$ cat src/rtl/alpha_premultiply_convert_macros.svh
// assertion macros for the alpha premultiply converter
`ifndef ALPHA_PREMULTIPLY_CONVERT_MACROS_SVH
`define ALPHA_PREMULTIPLY_CONVERT_MACROS_SVH

`ifndef SYNTHESIS
`define APC_ASSERT(name, prop) \
  name: assert property (@(posedge clk_i) disable iff (!rst_ni) prop) \
    else $error("apc assertion failed");
`define APC_ASSERT_ALWAYS(name, prop) \
  name: assert property (@(posedge clk_i) prop) \
    else $error("apc assertion failed");
`else
`define APC_ASSERT(name, prop)
`define APC_ASSERT_ALWAYS(name, prop)
`endif

`endif

$ cat src/rtl/apc_pkg.sv
// shared types, constants and binary16 helpers for the alpha converter
package apc_pkg;

  localparam int NumWork = 8;
  localparam int NumStg  = NumWork + 1;

  localparam logic [15:0] HalfOne  = 16'h3C00;
  localparam logic [15:0] HalfZero = 16'h0000;
  localparam logic [4:0]  ExpMax   = 5'h1F;

  typedef struct packed {
    logic               div;
    logic               spec;
    logic [15:0]        spec_val;
    logic signed [8:0]  xe;
    logic [10:0]        den;
    logic [11:0]        rem;
    logic [13:0]        quo;
    logic [21:0]        prod;
  } apc_work_t;

  typedef struct packed {
    logic        zero_all;
    logic [15:0] alpha;
  } apc_side_t;

  function automatic logic [3:0] lzc11(input logic [10:0] m);
    logic [3:0] n;
    n = 4'd11;
    for (int i = 0; i < 11; i++) begin
      if (m[i]) n = 4'(10 - i);
    end
    return n;
  endfunction

  function automatic logic [15:0] alpha_clamp(input logic [15:0] a);
    logic [15:0] r;
    if (a[14:10] == ExpMax && a[9:0] != 10'd0) r = HalfZero;
    else if (a[15] || a[14:0] == 15'd0) r = HalfZero;
    else if (a[14:10] >= 5'd15) r = HalfOne;
    else r = a;
    return r;
  endfunction

  function automatic apc_work_t lane_setup(input logic [15:0] c, input logic [15:0] a,
                                           input logic div);
    logic cnan, cinf, czero, anan, ainf, azero, neg, nan_r, hit_one;
    logic [10:0] cm, am;
    logic [3:0] cl, al;
    logic signed [8:0] cx, ax;
    apc_work_t w;
    cnan  = (c[14:10] == ExpMax) && (c[9:0] != 10'd0);
    cinf  = (c[14:10] == ExpMax) && (c[9:0] == 10'd0);
    czero = (c[14:0] == 15'd0);
    anan  = (a[14:10] == ExpMax) && (a[9:0] != 10'd0);
    ainf  = (a[14:10] == ExpMax) && (a[9:0] == 10'd0);
    azero = (a[14:0] == 15'd0);
    neg   = c[15] ^ a[15];
    cm = {c[14:10] != 5'd0, c[9:0]};
    am = {a[14:10] != 5'd0, a[9:0]};
    cl = lzc11(cm);
    al = lzc11(am);
    cm = cm << cl;
    am = am << al;
    cx = ((c[14:10] == 5'd0) ? 9'sd1 : $signed({4'b0, c[14:10]}))
         - 9'sd15 - $signed({5'b0, cl});
    ax = ((a[14:10] == 5'd0) ? 9'sd1 : $signed({4'b0, a[14:10]}))
         - 9'sd15 - $signed({5'b0, al});
    if (div) begin
      nan_r   = cnan | anan | (cinf & ainf);
      hit_one = !nan_r && !czero && !neg && !ainf && (cinf || azero);
    end else begin
      nan_r   = cnan | anan | (cinf & azero) | (czero & ainf);
      hit_one = !nan_r && !czero && !azero && !neg && (cinf || ainf);
    end
    w.div      = div;
    w.spec     = cnan | anan | cinf | ainf | czero | azero | neg;
    w.spec_val = hit_one ? HalfOne : HalfZero;
    w.xe       = div ? (cx - ax) : (cx + ax);
    w.den      = am;
    w.rem      = {1'b0, cm};
    w.quo      = '0;
    w.prod     = '0;
    return w;
  endfunction

  function automatic logic [15:0] round_half(input apc_work_t w);
    logic signed [8:0] x, dd;
    logic [23:0] sig, sh;
    logic [47:0] wide;
    logic st, g, up;
    logic [11:0] t;
    logic [5:0] d;
    logic [4:0] ef;
    logic [15:0] r;
    if (w.div) begin
      if (w.quo[13]) begin
        x = w.xe;
        sig = {w.quo, 10'b0};
      end else begin
        x = w.xe - 9'sd1;
        sig = {w.quo[12:0], 11'b0};
      end
      st = (w.rem != 12'd0);
    end else begin
      if (w.prod[21]) begin
        x = w.xe + 9'sd1;
        sig = {w.prod, 2'b0};
      end else begin
        x = w.xe;
        sig = {w.prod[20:0], 3'b0};
      end
      st = 1'b0;
    end
    dd = -9'sd14 - x;
    if (x < -9'sd14) begin
      d    = (dd > 9'sd25) ? 6'd25 : dd[5:0];
      wide = {sig, 24'b0} >> d;
      sh   = wide[47:24];
      st   = st | (|wide[23:0]);
      ef   = 5'd0;
    end else begin
      sh = sig;
      ef = 5'(x + 9'sd15);
    end
    t  = {1'b0, sh[23:13]};
    g  = sh[12];
    st = st | (|sh[11:0]);
    up = g & (st | t[0]);
    t  = t + {11'b0, up};
    r  = {1'b0, ef, 10'b0} + {4'b0, t};
    if (ef != 5'd0) r = r - 16'h0400;
    if (w.spec) r = w.spec_val;
    else if (x >= 9'sd0) r = HalfOne;
    return r;
  endfunction

endpackage

$ cat src/rtl/apc_lane.sv
// one color lane: operand setup, multiply or radix-4 divide, rounding
module apc_lane (
  input  logic                        clk_i,
  input  logic [apc_pkg::NumStg-1:0]  en_i,
  input  logic                        div_i,
  input  logic [15:0]                 chan_i,
  input  logic [15:0]                 alpha_i,
  output logic [15:0]                 res_o
);

  apc_pkg::apc_work_t st_q [apc_pkg::NumWork];
  apc_pkg::apc_work_t st_d [apc_pkg::NumWork];
  logic [15:0]        res_q;

  // two restoring quotient bits per stage
  function automatic apc_pkg::apc_work_t div2(input apc_pkg::apc_work_t w);
    apc_pkg::apc_work_t o;
    logic [11:0] r, r2;
    logic ge;
    o = w;
    r = w.rem;
    for (int j = 0; j < 2; j++) begin
      ge = (r >= {1'b0, w.den});
      r2 = ge ? (r - {1'b0, w.den}) : r;
      o.quo = {o.quo[12:0], ge};
      r = {r2[10:0], 1'b0};
    end
    o.rem = r;
    return o;
  endfunction

  always_comb begin
    st_d[0] = apc_pkg::lane_setup(chan_i, alpha_i, div_i);
    for (int k = 1; k < apc_pkg::NumWork; k++) begin
      st_d[k] = div2(st_q[k-1]);
    end
    st_d[1].prod = {11'b0, st_q[0].rem[10:0]} * {11'b0, st_q[0].den};
  end

  always_ff @(posedge clk_i) begin
    for (int k = 0; k < apc_pkg::NumWork; k++) begin
      if (en_i[k]) st_q[k] <= st_d[k];
    end
    if (en_i[apc_pkg::NumWork]) res_q <= apc_pkg::round_half(st_q[apc_pkg::NumWork-1]);
  end

  assign res_o = res_q;

endmodule

$ cat src/rtl/apc_merge.sv
// merges the color lanes with the alpha side path into one pixel
module apc_merge (
  input  logic [15:0]        red_i,
  input  logic [15:0]        green_i,
  input  logic [15:0]        blue_i,
  input  apc_pkg::apc_side_t side_i,
  output logic [15:0]        red_o,
  output logic [15:0]        green_o,
  output logic [15:0]        blue_o,
  output logic [15:0]        alpha_o
);

  always_comb begin
    if (side_i.zero_all) begin
      red_o   = apc_pkg::HalfZero;
      green_o = apc_pkg::HalfZero;
      blue_o  = apc_pkg::HalfZero;
      alpha_o = apc_pkg::HalfZero;
    end else begin
      red_o   = red_i;
      green_o = green_i;
      blue_o  = blue_i;
      alpha_o = side_i.alpha;
    end
  end

endmodule

$ cat src/rtl/alpha_premultiply_convert.sv
// top level: binary16 rgba premultiply / unpremultiply with clamp to [0,1]
//
// input channel: valid_i, stall_o and req_type_i plus the four binary16
// channels; a transaction happens when valid_i is high and stall_o low.
// output channel: valid_o, stall_i and the four clamped binary16 results.
// one result leaves for each input transaction, in order.
// three identical color lanes run side by side; each holds an 11x11
// multiplier and a seven-stage radix-4 restoring divider, and alpha
// travels on a side path. a combinational merge applies the transparent-alpha
// zeroing, then an output register holds the pixel.
// throughput is one pixel per cycle while the pipeline is not stalled, as
// the divider pipeline is fully staged.
// each stage advances when the stage after it is empty or moving, so the
// block keeps taking pixels into empty stages while a result waits on
// stall_i; stall_o rises only when every stage holds a pixel.
// reset empties all stages; valid_o is low afterwards.
`include "alpha_premultiply_convert_macros.svh"
module alpha_premultiply_convert (
  input  logic        clk_i,
  input  logic        rst_ni,
  input  logic        valid_i,
  output logic        stall_o,
  input  logic        req_type_i,
  input  logic [15:0] red_in_i,
  input  logic [15:0] green_in_i,
  input  logic [15:0] blue_in_i,
  input  logic [15:0] alpha_in_i,
  output logic        valid_o,
  input  logic        stall_i,
  output logic [15:0] red_out_o,
  output logic [15:0] green_out_o,
  output logic [15:0] blue_out_o,
  output logic [15:0] alpha_out_o
);

  logic [apc_pkg::NumStg-1:0] v_q;
  logic [apc_pkg::NumStg:0]   rdy;
  logic                       out_v_q;
  apc_pkg::apc_side_t         side_q [apc_pkg::NumStg];
  apc_pkg::apc_side_t         side_d;
  logic [15:0]                chan [3];
  logic [15:0]                lane_res [3];
  logic [15:0] red_m, green_m, blue_m, alpha_m;
  logic [15:0] red_q, green_q, blue_q, alpha_q;

  always_comb begin
    rdy[apc_pkg::NumStg] = !out_v_q || !stall_i;
    for (int k = apc_pkg::NumStg - 1; k >= 0; k--) begin
      rdy[k] = !v_q[k] || rdy[k+1];
    end
  end

  assign stall_o = !rdy[0];

  always_ff @(posedge clk_i or negedge rst_ni) begin
    if (!rst_ni) begin
      v_q     <= '0;
      out_v_q <= 1'b0;
    end else begin
      if (rdy[0]) v_q[0] <= valid_i;
      for (int k = 1; k < apc_pkg::NumStg; k++) begin
        if (rdy[k]) v_q[k] <= v_q[k-1];
      end
      if (rdy[apc_pkg::NumStg]) out_v_q <= v_q[apc_pkg::NumStg-1];
    end
  end

  // alpha at or below zero wipes the whole pixel when unpremultiplying
  always_comb begin
    side_d.zero_all = req_type_i
                      && !(alpha_in_i[14:10] == apc_pkg::ExpMax && alpha_in_i[9:0] != 10'd0)
                      && (alpha_in_i[15] || alpha_in_i[14:0] == 15'd0);
    side_d.alpha = apc_pkg::alpha_clamp(alpha_in_i);
  end

  always_ff @(posedge clk_i) begin
    if (rdy[0]) side_q[0] <= side_d;
    for (int k = 1; k < apc_pkg::NumStg; k++) begin
      if (rdy[k]) side_q[k] <= side_q[k-1];
    end
  end

  assign chan[0] = red_in_i;
  assign chan[1] = green_in_i;
  assign chan[2] = blue_in_i;

  for (genvar l = 0; l < 3; l++) begin : g_lane
    apc_lane u_lane (
      .clk_i   (clk_i),
      .en_i    (rdy[apc_pkg::NumStg-1:0]),
      .div_i   (req_type_i),
      .chan_i  (chan[l]),
      .alpha_i (alpha_in_i),
      .res_o   (lane_res[l])
    );
  end

  apc_merge u_merge (
    .red_i   (lane_res[0]),
    .green_i (lane_res[1]),
    .blue_i  (lane_res[2]),
    .side_i  (side_q[apc_pkg::NumStg-1]),
    .red_o   (red_m),
    .green_o (green_m),
    .blue_o  (blue_m),
    .alpha_o (alpha_m)
  );

  always_ff @(posedge clk_i) begin
    if (rdy[apc_pkg::NumStg]) begin
      red_q   <= red_m;
      green_q <= green_m;
      blue_q  <= blue_m;
      alpha_q <= alpha_m;
    end
  end

  assign valid_o     = out_v_q;
  assign red_out_o   = red_q;
  assign green_out_o = green_q;
  assign blue_out_o  = blue_q;
  assign alpha_out_o = alpha_q;

  `APC_ASSERT(a_empty_no_stall, !valid_o |-> !stall_o)
  `APC_ASSERT(a_accept_enters, (valid_i && !stall_o) |=> v_q[0])
  `APC_ASSERT(a_result_range, valid_o |-> (red_out_o <= apc_pkg::HalfOne
    && green_out_o <= apc_pkg::HalfOne && blue_out_o <= apc_pkg::HalfOne
    && alpha_out_o <= apc_pkg::HalfOne))
  `APC_ASSERT_ALWAYS(a_reset_empty, !rst_ni |=> !valid_o)

endmodule
$ cat config.mk
export PLATFORM = sky130hd
export DESIGN_NAME = alpha_premultiply_convert
export DESIGN_NICKNAME = d
export VERILOG_FILES = /design/src/rtl/apc_pkg.sv /design/src/rtl/apc_lane.sv /design/src/rtl/apc_merge.sv /design/src/rtl/alpha_premultiply_convert.sv
export VERILOG_INCLUDE_DIRS = /design/src /design/src/rtl
export SDC_FILE = /design/constraint.sdc
export NUM_CORES = 2
export LEC_CHECK = 0
export ABC_CLOCK_PERIOD_IN_PS = 22800
export BUFFER_PORTS_ARGS = -buffer_cell sky130_fd_sc_hd__buf_4
export CORE_ASPECT_RATIO = 1.25
export CORE_MARGIN = 5
export CORE_UTILIZATION = 25
export DETAILED_ROUTE_END_ITERATION = 8
export PLACE_DENSITY = 0.44
export SYNTH_ARGS = -nofsm -noshare
export SYNTH_HDL_FRONTEND = slang
export SYNTH_SLANG_ARGS = --single-unit
$ cat constraint.sdc
create_clock -name clk_i -period 22.8 [get_ports clk_i]
set_input_delay 4.56 -clock clk_i [delete_from_list [all_inputs] [get_ports clk_i]]
set_output_delay 4.56 -clock clk_i [all_outputs]
set_load 0.05 [all_outputs]
==> flow_summary.ini <==
[finish]
final_util = 0.285
syn2layout_area_growth_pct = 13.6
drive_gt1_frac = 0.0970
nFillCells = 37700
instances_no_fill = 13200
design_area_sq_um = 105000
fin_nets = 9269

[clock_network]
ctsHoldBuffers = 0
worstSkewPairLatency_ns = 0.85
cts_setup_buffers = 0
cts_tree = done
cts_resized = 0
clockRootBuffer = clkbuf_16
clockBufferDepth = 4
cts_sinks = 1518
cts_made_buffers = 177
htree_levels = 4
path_clk_slew_ns = 0.06

[grt]
grt_pass1_wl_microns = 376000
first_global_vias = 61100
grt.overflow.total = 0
grt_max_degree = 125
antenna_found_initial = 12
track_usage = 0.125

[detailed_routing]
first_pass_iters = 6
wl_met2_microns = 113000
drc_errors = 0
wire_per_inst_microns = 18.6
drtAntennaViolNets = 0
drt-met1-wl_microns = 117000
routed_via_density = 4.53
highest_layer = met5
num_vias = 59900
wl_microns = 245000
wl_met3_microns = 7870
drt_iter0_markers = 3506

[yosys]
syn_avg_cell_area_sq_um = 11.5
synth_edf_count = 1508
ys_types = 123
syn_area_sq_um = 92400
synth_warnings = 0
ys_seq_area_frac = 0.493
postSynth.asyncResetShare = 0.00659
synth_cells = 8022
ys.flop_type = edfxtp_1
ys_seq_elements = 1518

[worst_setup_path]
cpMostUsedCell = buf_4
startpoint_type = input port
critical_path_class = input port to output pin
path_buf_inv = 4
slowest_stage = nor2_1
worstPathRequired_ns = 18.24
worstPathArrival_ns = 7.65
critPathTopFamily = simple AND/OR/NAND/NOR gates
cp_slowest_stage_delay_ns = 0.81
cp-end-kind = output pin
crit_chain = buf_4, and3_1, and3_1, nand3_4, nor2_1, nand4_1, buf_4, inv_1, buf_4
cp_max_fo = 58

[status]
status = completed

[place]
io_buffers = 134
gp_congestion = 0.861
placed_area_sq_um = 99500
placed_cells = 12900
hpwl_microns = 188000

[sta]
rsz0062_at_grt = no
fin_setup_tns_ns = 0
drv_slew = 0
setup_viol = 0
period_minus_slack_ns = 12.21
final-hold-violation-count = 0
slew_headroom = 0.135
max_freq_mhz = 81.9
fin_crit_sh = 0.536
skew_ns = 0.0732
worstMarginPinSlew_ns = 1.30

[flow_run]
drv_cap = 0

[floorplanning]
die_h_microns = 690
num_rows = 249
initial_utilization = 0.251
io_pins = 135
dieArea_sq_um = 382000
coreArea_sq_um = 368000
fp.dieW_microns = 554

[min_path]
hp-class = flip-flop to flip-flop
## flip-flops by register name, indices dropped and copies added (netlist names)
register	cells
side_q	153
g_lane.u_lane.res_o	48
green_out_o	16
g_lane.u_lane.st_q	1243
red_out_o	16
v_q	9
blue_out_o	16
alpha_out_o	16
valid_o	1
## layer usage
layer,track usage,vias to the layer above
li1,-,29400
met3,0.0136,369
met5,0,-
met2,0.207,1084
met4,0.0370,2
met1,0.174,29100
## through the flow
stage                     hold WS (ns)  setup WS, ns
after floorplan                  0.400          3.01
after global placement           0.401         10.46
after detailed placement         0.405         10.49
after CTS                        0.381         10.47
after global routing             0.392         10.36
final                            0.375         10.59
## cell usage after synthesis, drive strengths merged, types with 23 or more instances
cell type	instances	share of area
nor4	37	0.0027
nor3	164	0.0091
edfxtp	1508	0.49
nand2b	129	0.0087
clkbuf	197	0.0080
nand3	91	0.0050
fa	275	0.060
o21bai	92	0.0075
mux2	228	0.028
o31ai	78	0.0063
xor2	133	0.013
a211oi	57	0.0047
o21a	150	0.012
nand2	606	0.025
nand4	83	0.0056
buf	41	0.0021
or2	29	0.0020
nor2b	136	0.0092
mux2i	97	0.011
and2	237	0.016
a41oi	23	0.0024
ha	732	0.099
xnor2	260	0.025
a31oi	35	0.0024
o21ai	398	0.022
a21o	190	0.015
or3	37	0.0026
inv	555	0.023
a21oi	417	0.023
nor2	682	0.028
## placed cells by master (no fill, tap or decap), types with 132 or more instances in the layout
| master | netlist | layout |
|---|---|---|
| o21ai_0 | 388 | 384 |
| nor2_1 | 680 | 680 |
| o21a_1 | 149 | 149 |
| a21oi_1 | 415 | 415 |
| edfxtp_1 | 1508 | 1508 |
| fa_1 | 275 | 275 |
| a21o_1 | 190 | 190 |
| clkbuf_16 | 0 | 177 |
| and2_1 | 235 | 235 |
| nor2b_1 | 136 | 136 |
| ha_1 | 732 | 732 |
| inv_1 | 551 | 548 |
| buf_4 | 0 | 228 |
| nand2_1 | 606 | 602 |
| mux2_2 | 228 | 228 |
| nor3_1 | 160 | 160 |
| xor2_1 | 132 | 132 |
| xnor2_1 | 257 | 256 |
## cell families (layout without fill, tap and decap cells)
| logic type | Yosys count | count (layout) | synth area share |
|---|---|---|---|
| simple gates | 2317 | 2317 | 0.121 |
| buf+inv | 800 | 1097 | 0.0329 |
| fa+ha+maj | 1007 | 1007 | 0.159 |
| mux | 332 | 332 | 0.0400 |
| compound gates | 1653 | 1653 | 0.117 |
| flops | 1518 | 1518 | 0.493 |
| other cells | 1 | 4 | 0.0000406 |
| xor+xnor | 394 | 394 | 0.0378 |
## final timing paths
kind	from	endpoint	slack [ns]	cells past startpoint
max	stall_i	stall_o	10.59	9
min reg2reg	g_lane[1].u_lane.st_q[0][324]$_DFFE_PP_	g_lane[1].u_lane.st_q[1][66]$_DFFE_PP_	0.37	0
max in group asynchronous	rst_ni	v_q[7]$_DFFE_PN0P_	18.96	1
min	g_lane[1].u_lane.st_q[0][324]$_DFFE_PP_	g_lane[1].u_lane.st_q[1][66]$_DFFE_PP_	0.37	0
min in group asynchronous	rst_ni	v_q[4]$_DFFE_PN0P_	3.59	1
max reg2reg	g_lane[0].u_lane.st_q[1][343]$_DFFE_PP_	g_lane[2].u_lane.res_o[13]$_DFFE_PP_	14.39	21
## cell type report
cell class / count / area [sq um] / share of cell area
Timing Repair Buffer: 229 / 1730 / 0.0165
Tap cell: 4894 / 6120 / 0.0583
Multi-Input combinational cell: 5705 / 43900 / 0.419
Clock buffer: 203 / 4540 / 0.0432
Antenna cell: 2 / 5.00 / 0.0000477
Clock inverter: 103 / 971 / 0.00925
Sequential cell: 1518 / 45500 / 0.434
Inverter: 562 / 2120 / 0.0202
## worst register-to-register path: stages, from the launching register on
cell,delay [ns]
edfxtp_1,0.41
buf_12,0.22
and2b_1,0.63
o21ai_0,0.17
nand2_1,0.59
clkinv_1,0.76
ha_1,0.46
nor4_1,0.48
o21ai_2,0.39
or3_1,0.53
or2_2,0.30
or3_1,0.41
o221ai_1,0.39
nor2b_1,0.32
ha_1,0.24
nor3b_1,0.49
a41oi_1,0.25
or3_1,0.37
a211o_1,0.31
nand2b_1,0.15
xnor2_1,0.18
a21oi_1,0.08
Power is not shown: default switching activity piles up to over one toggle a cycle in this logic, so the estimate is an artifact.
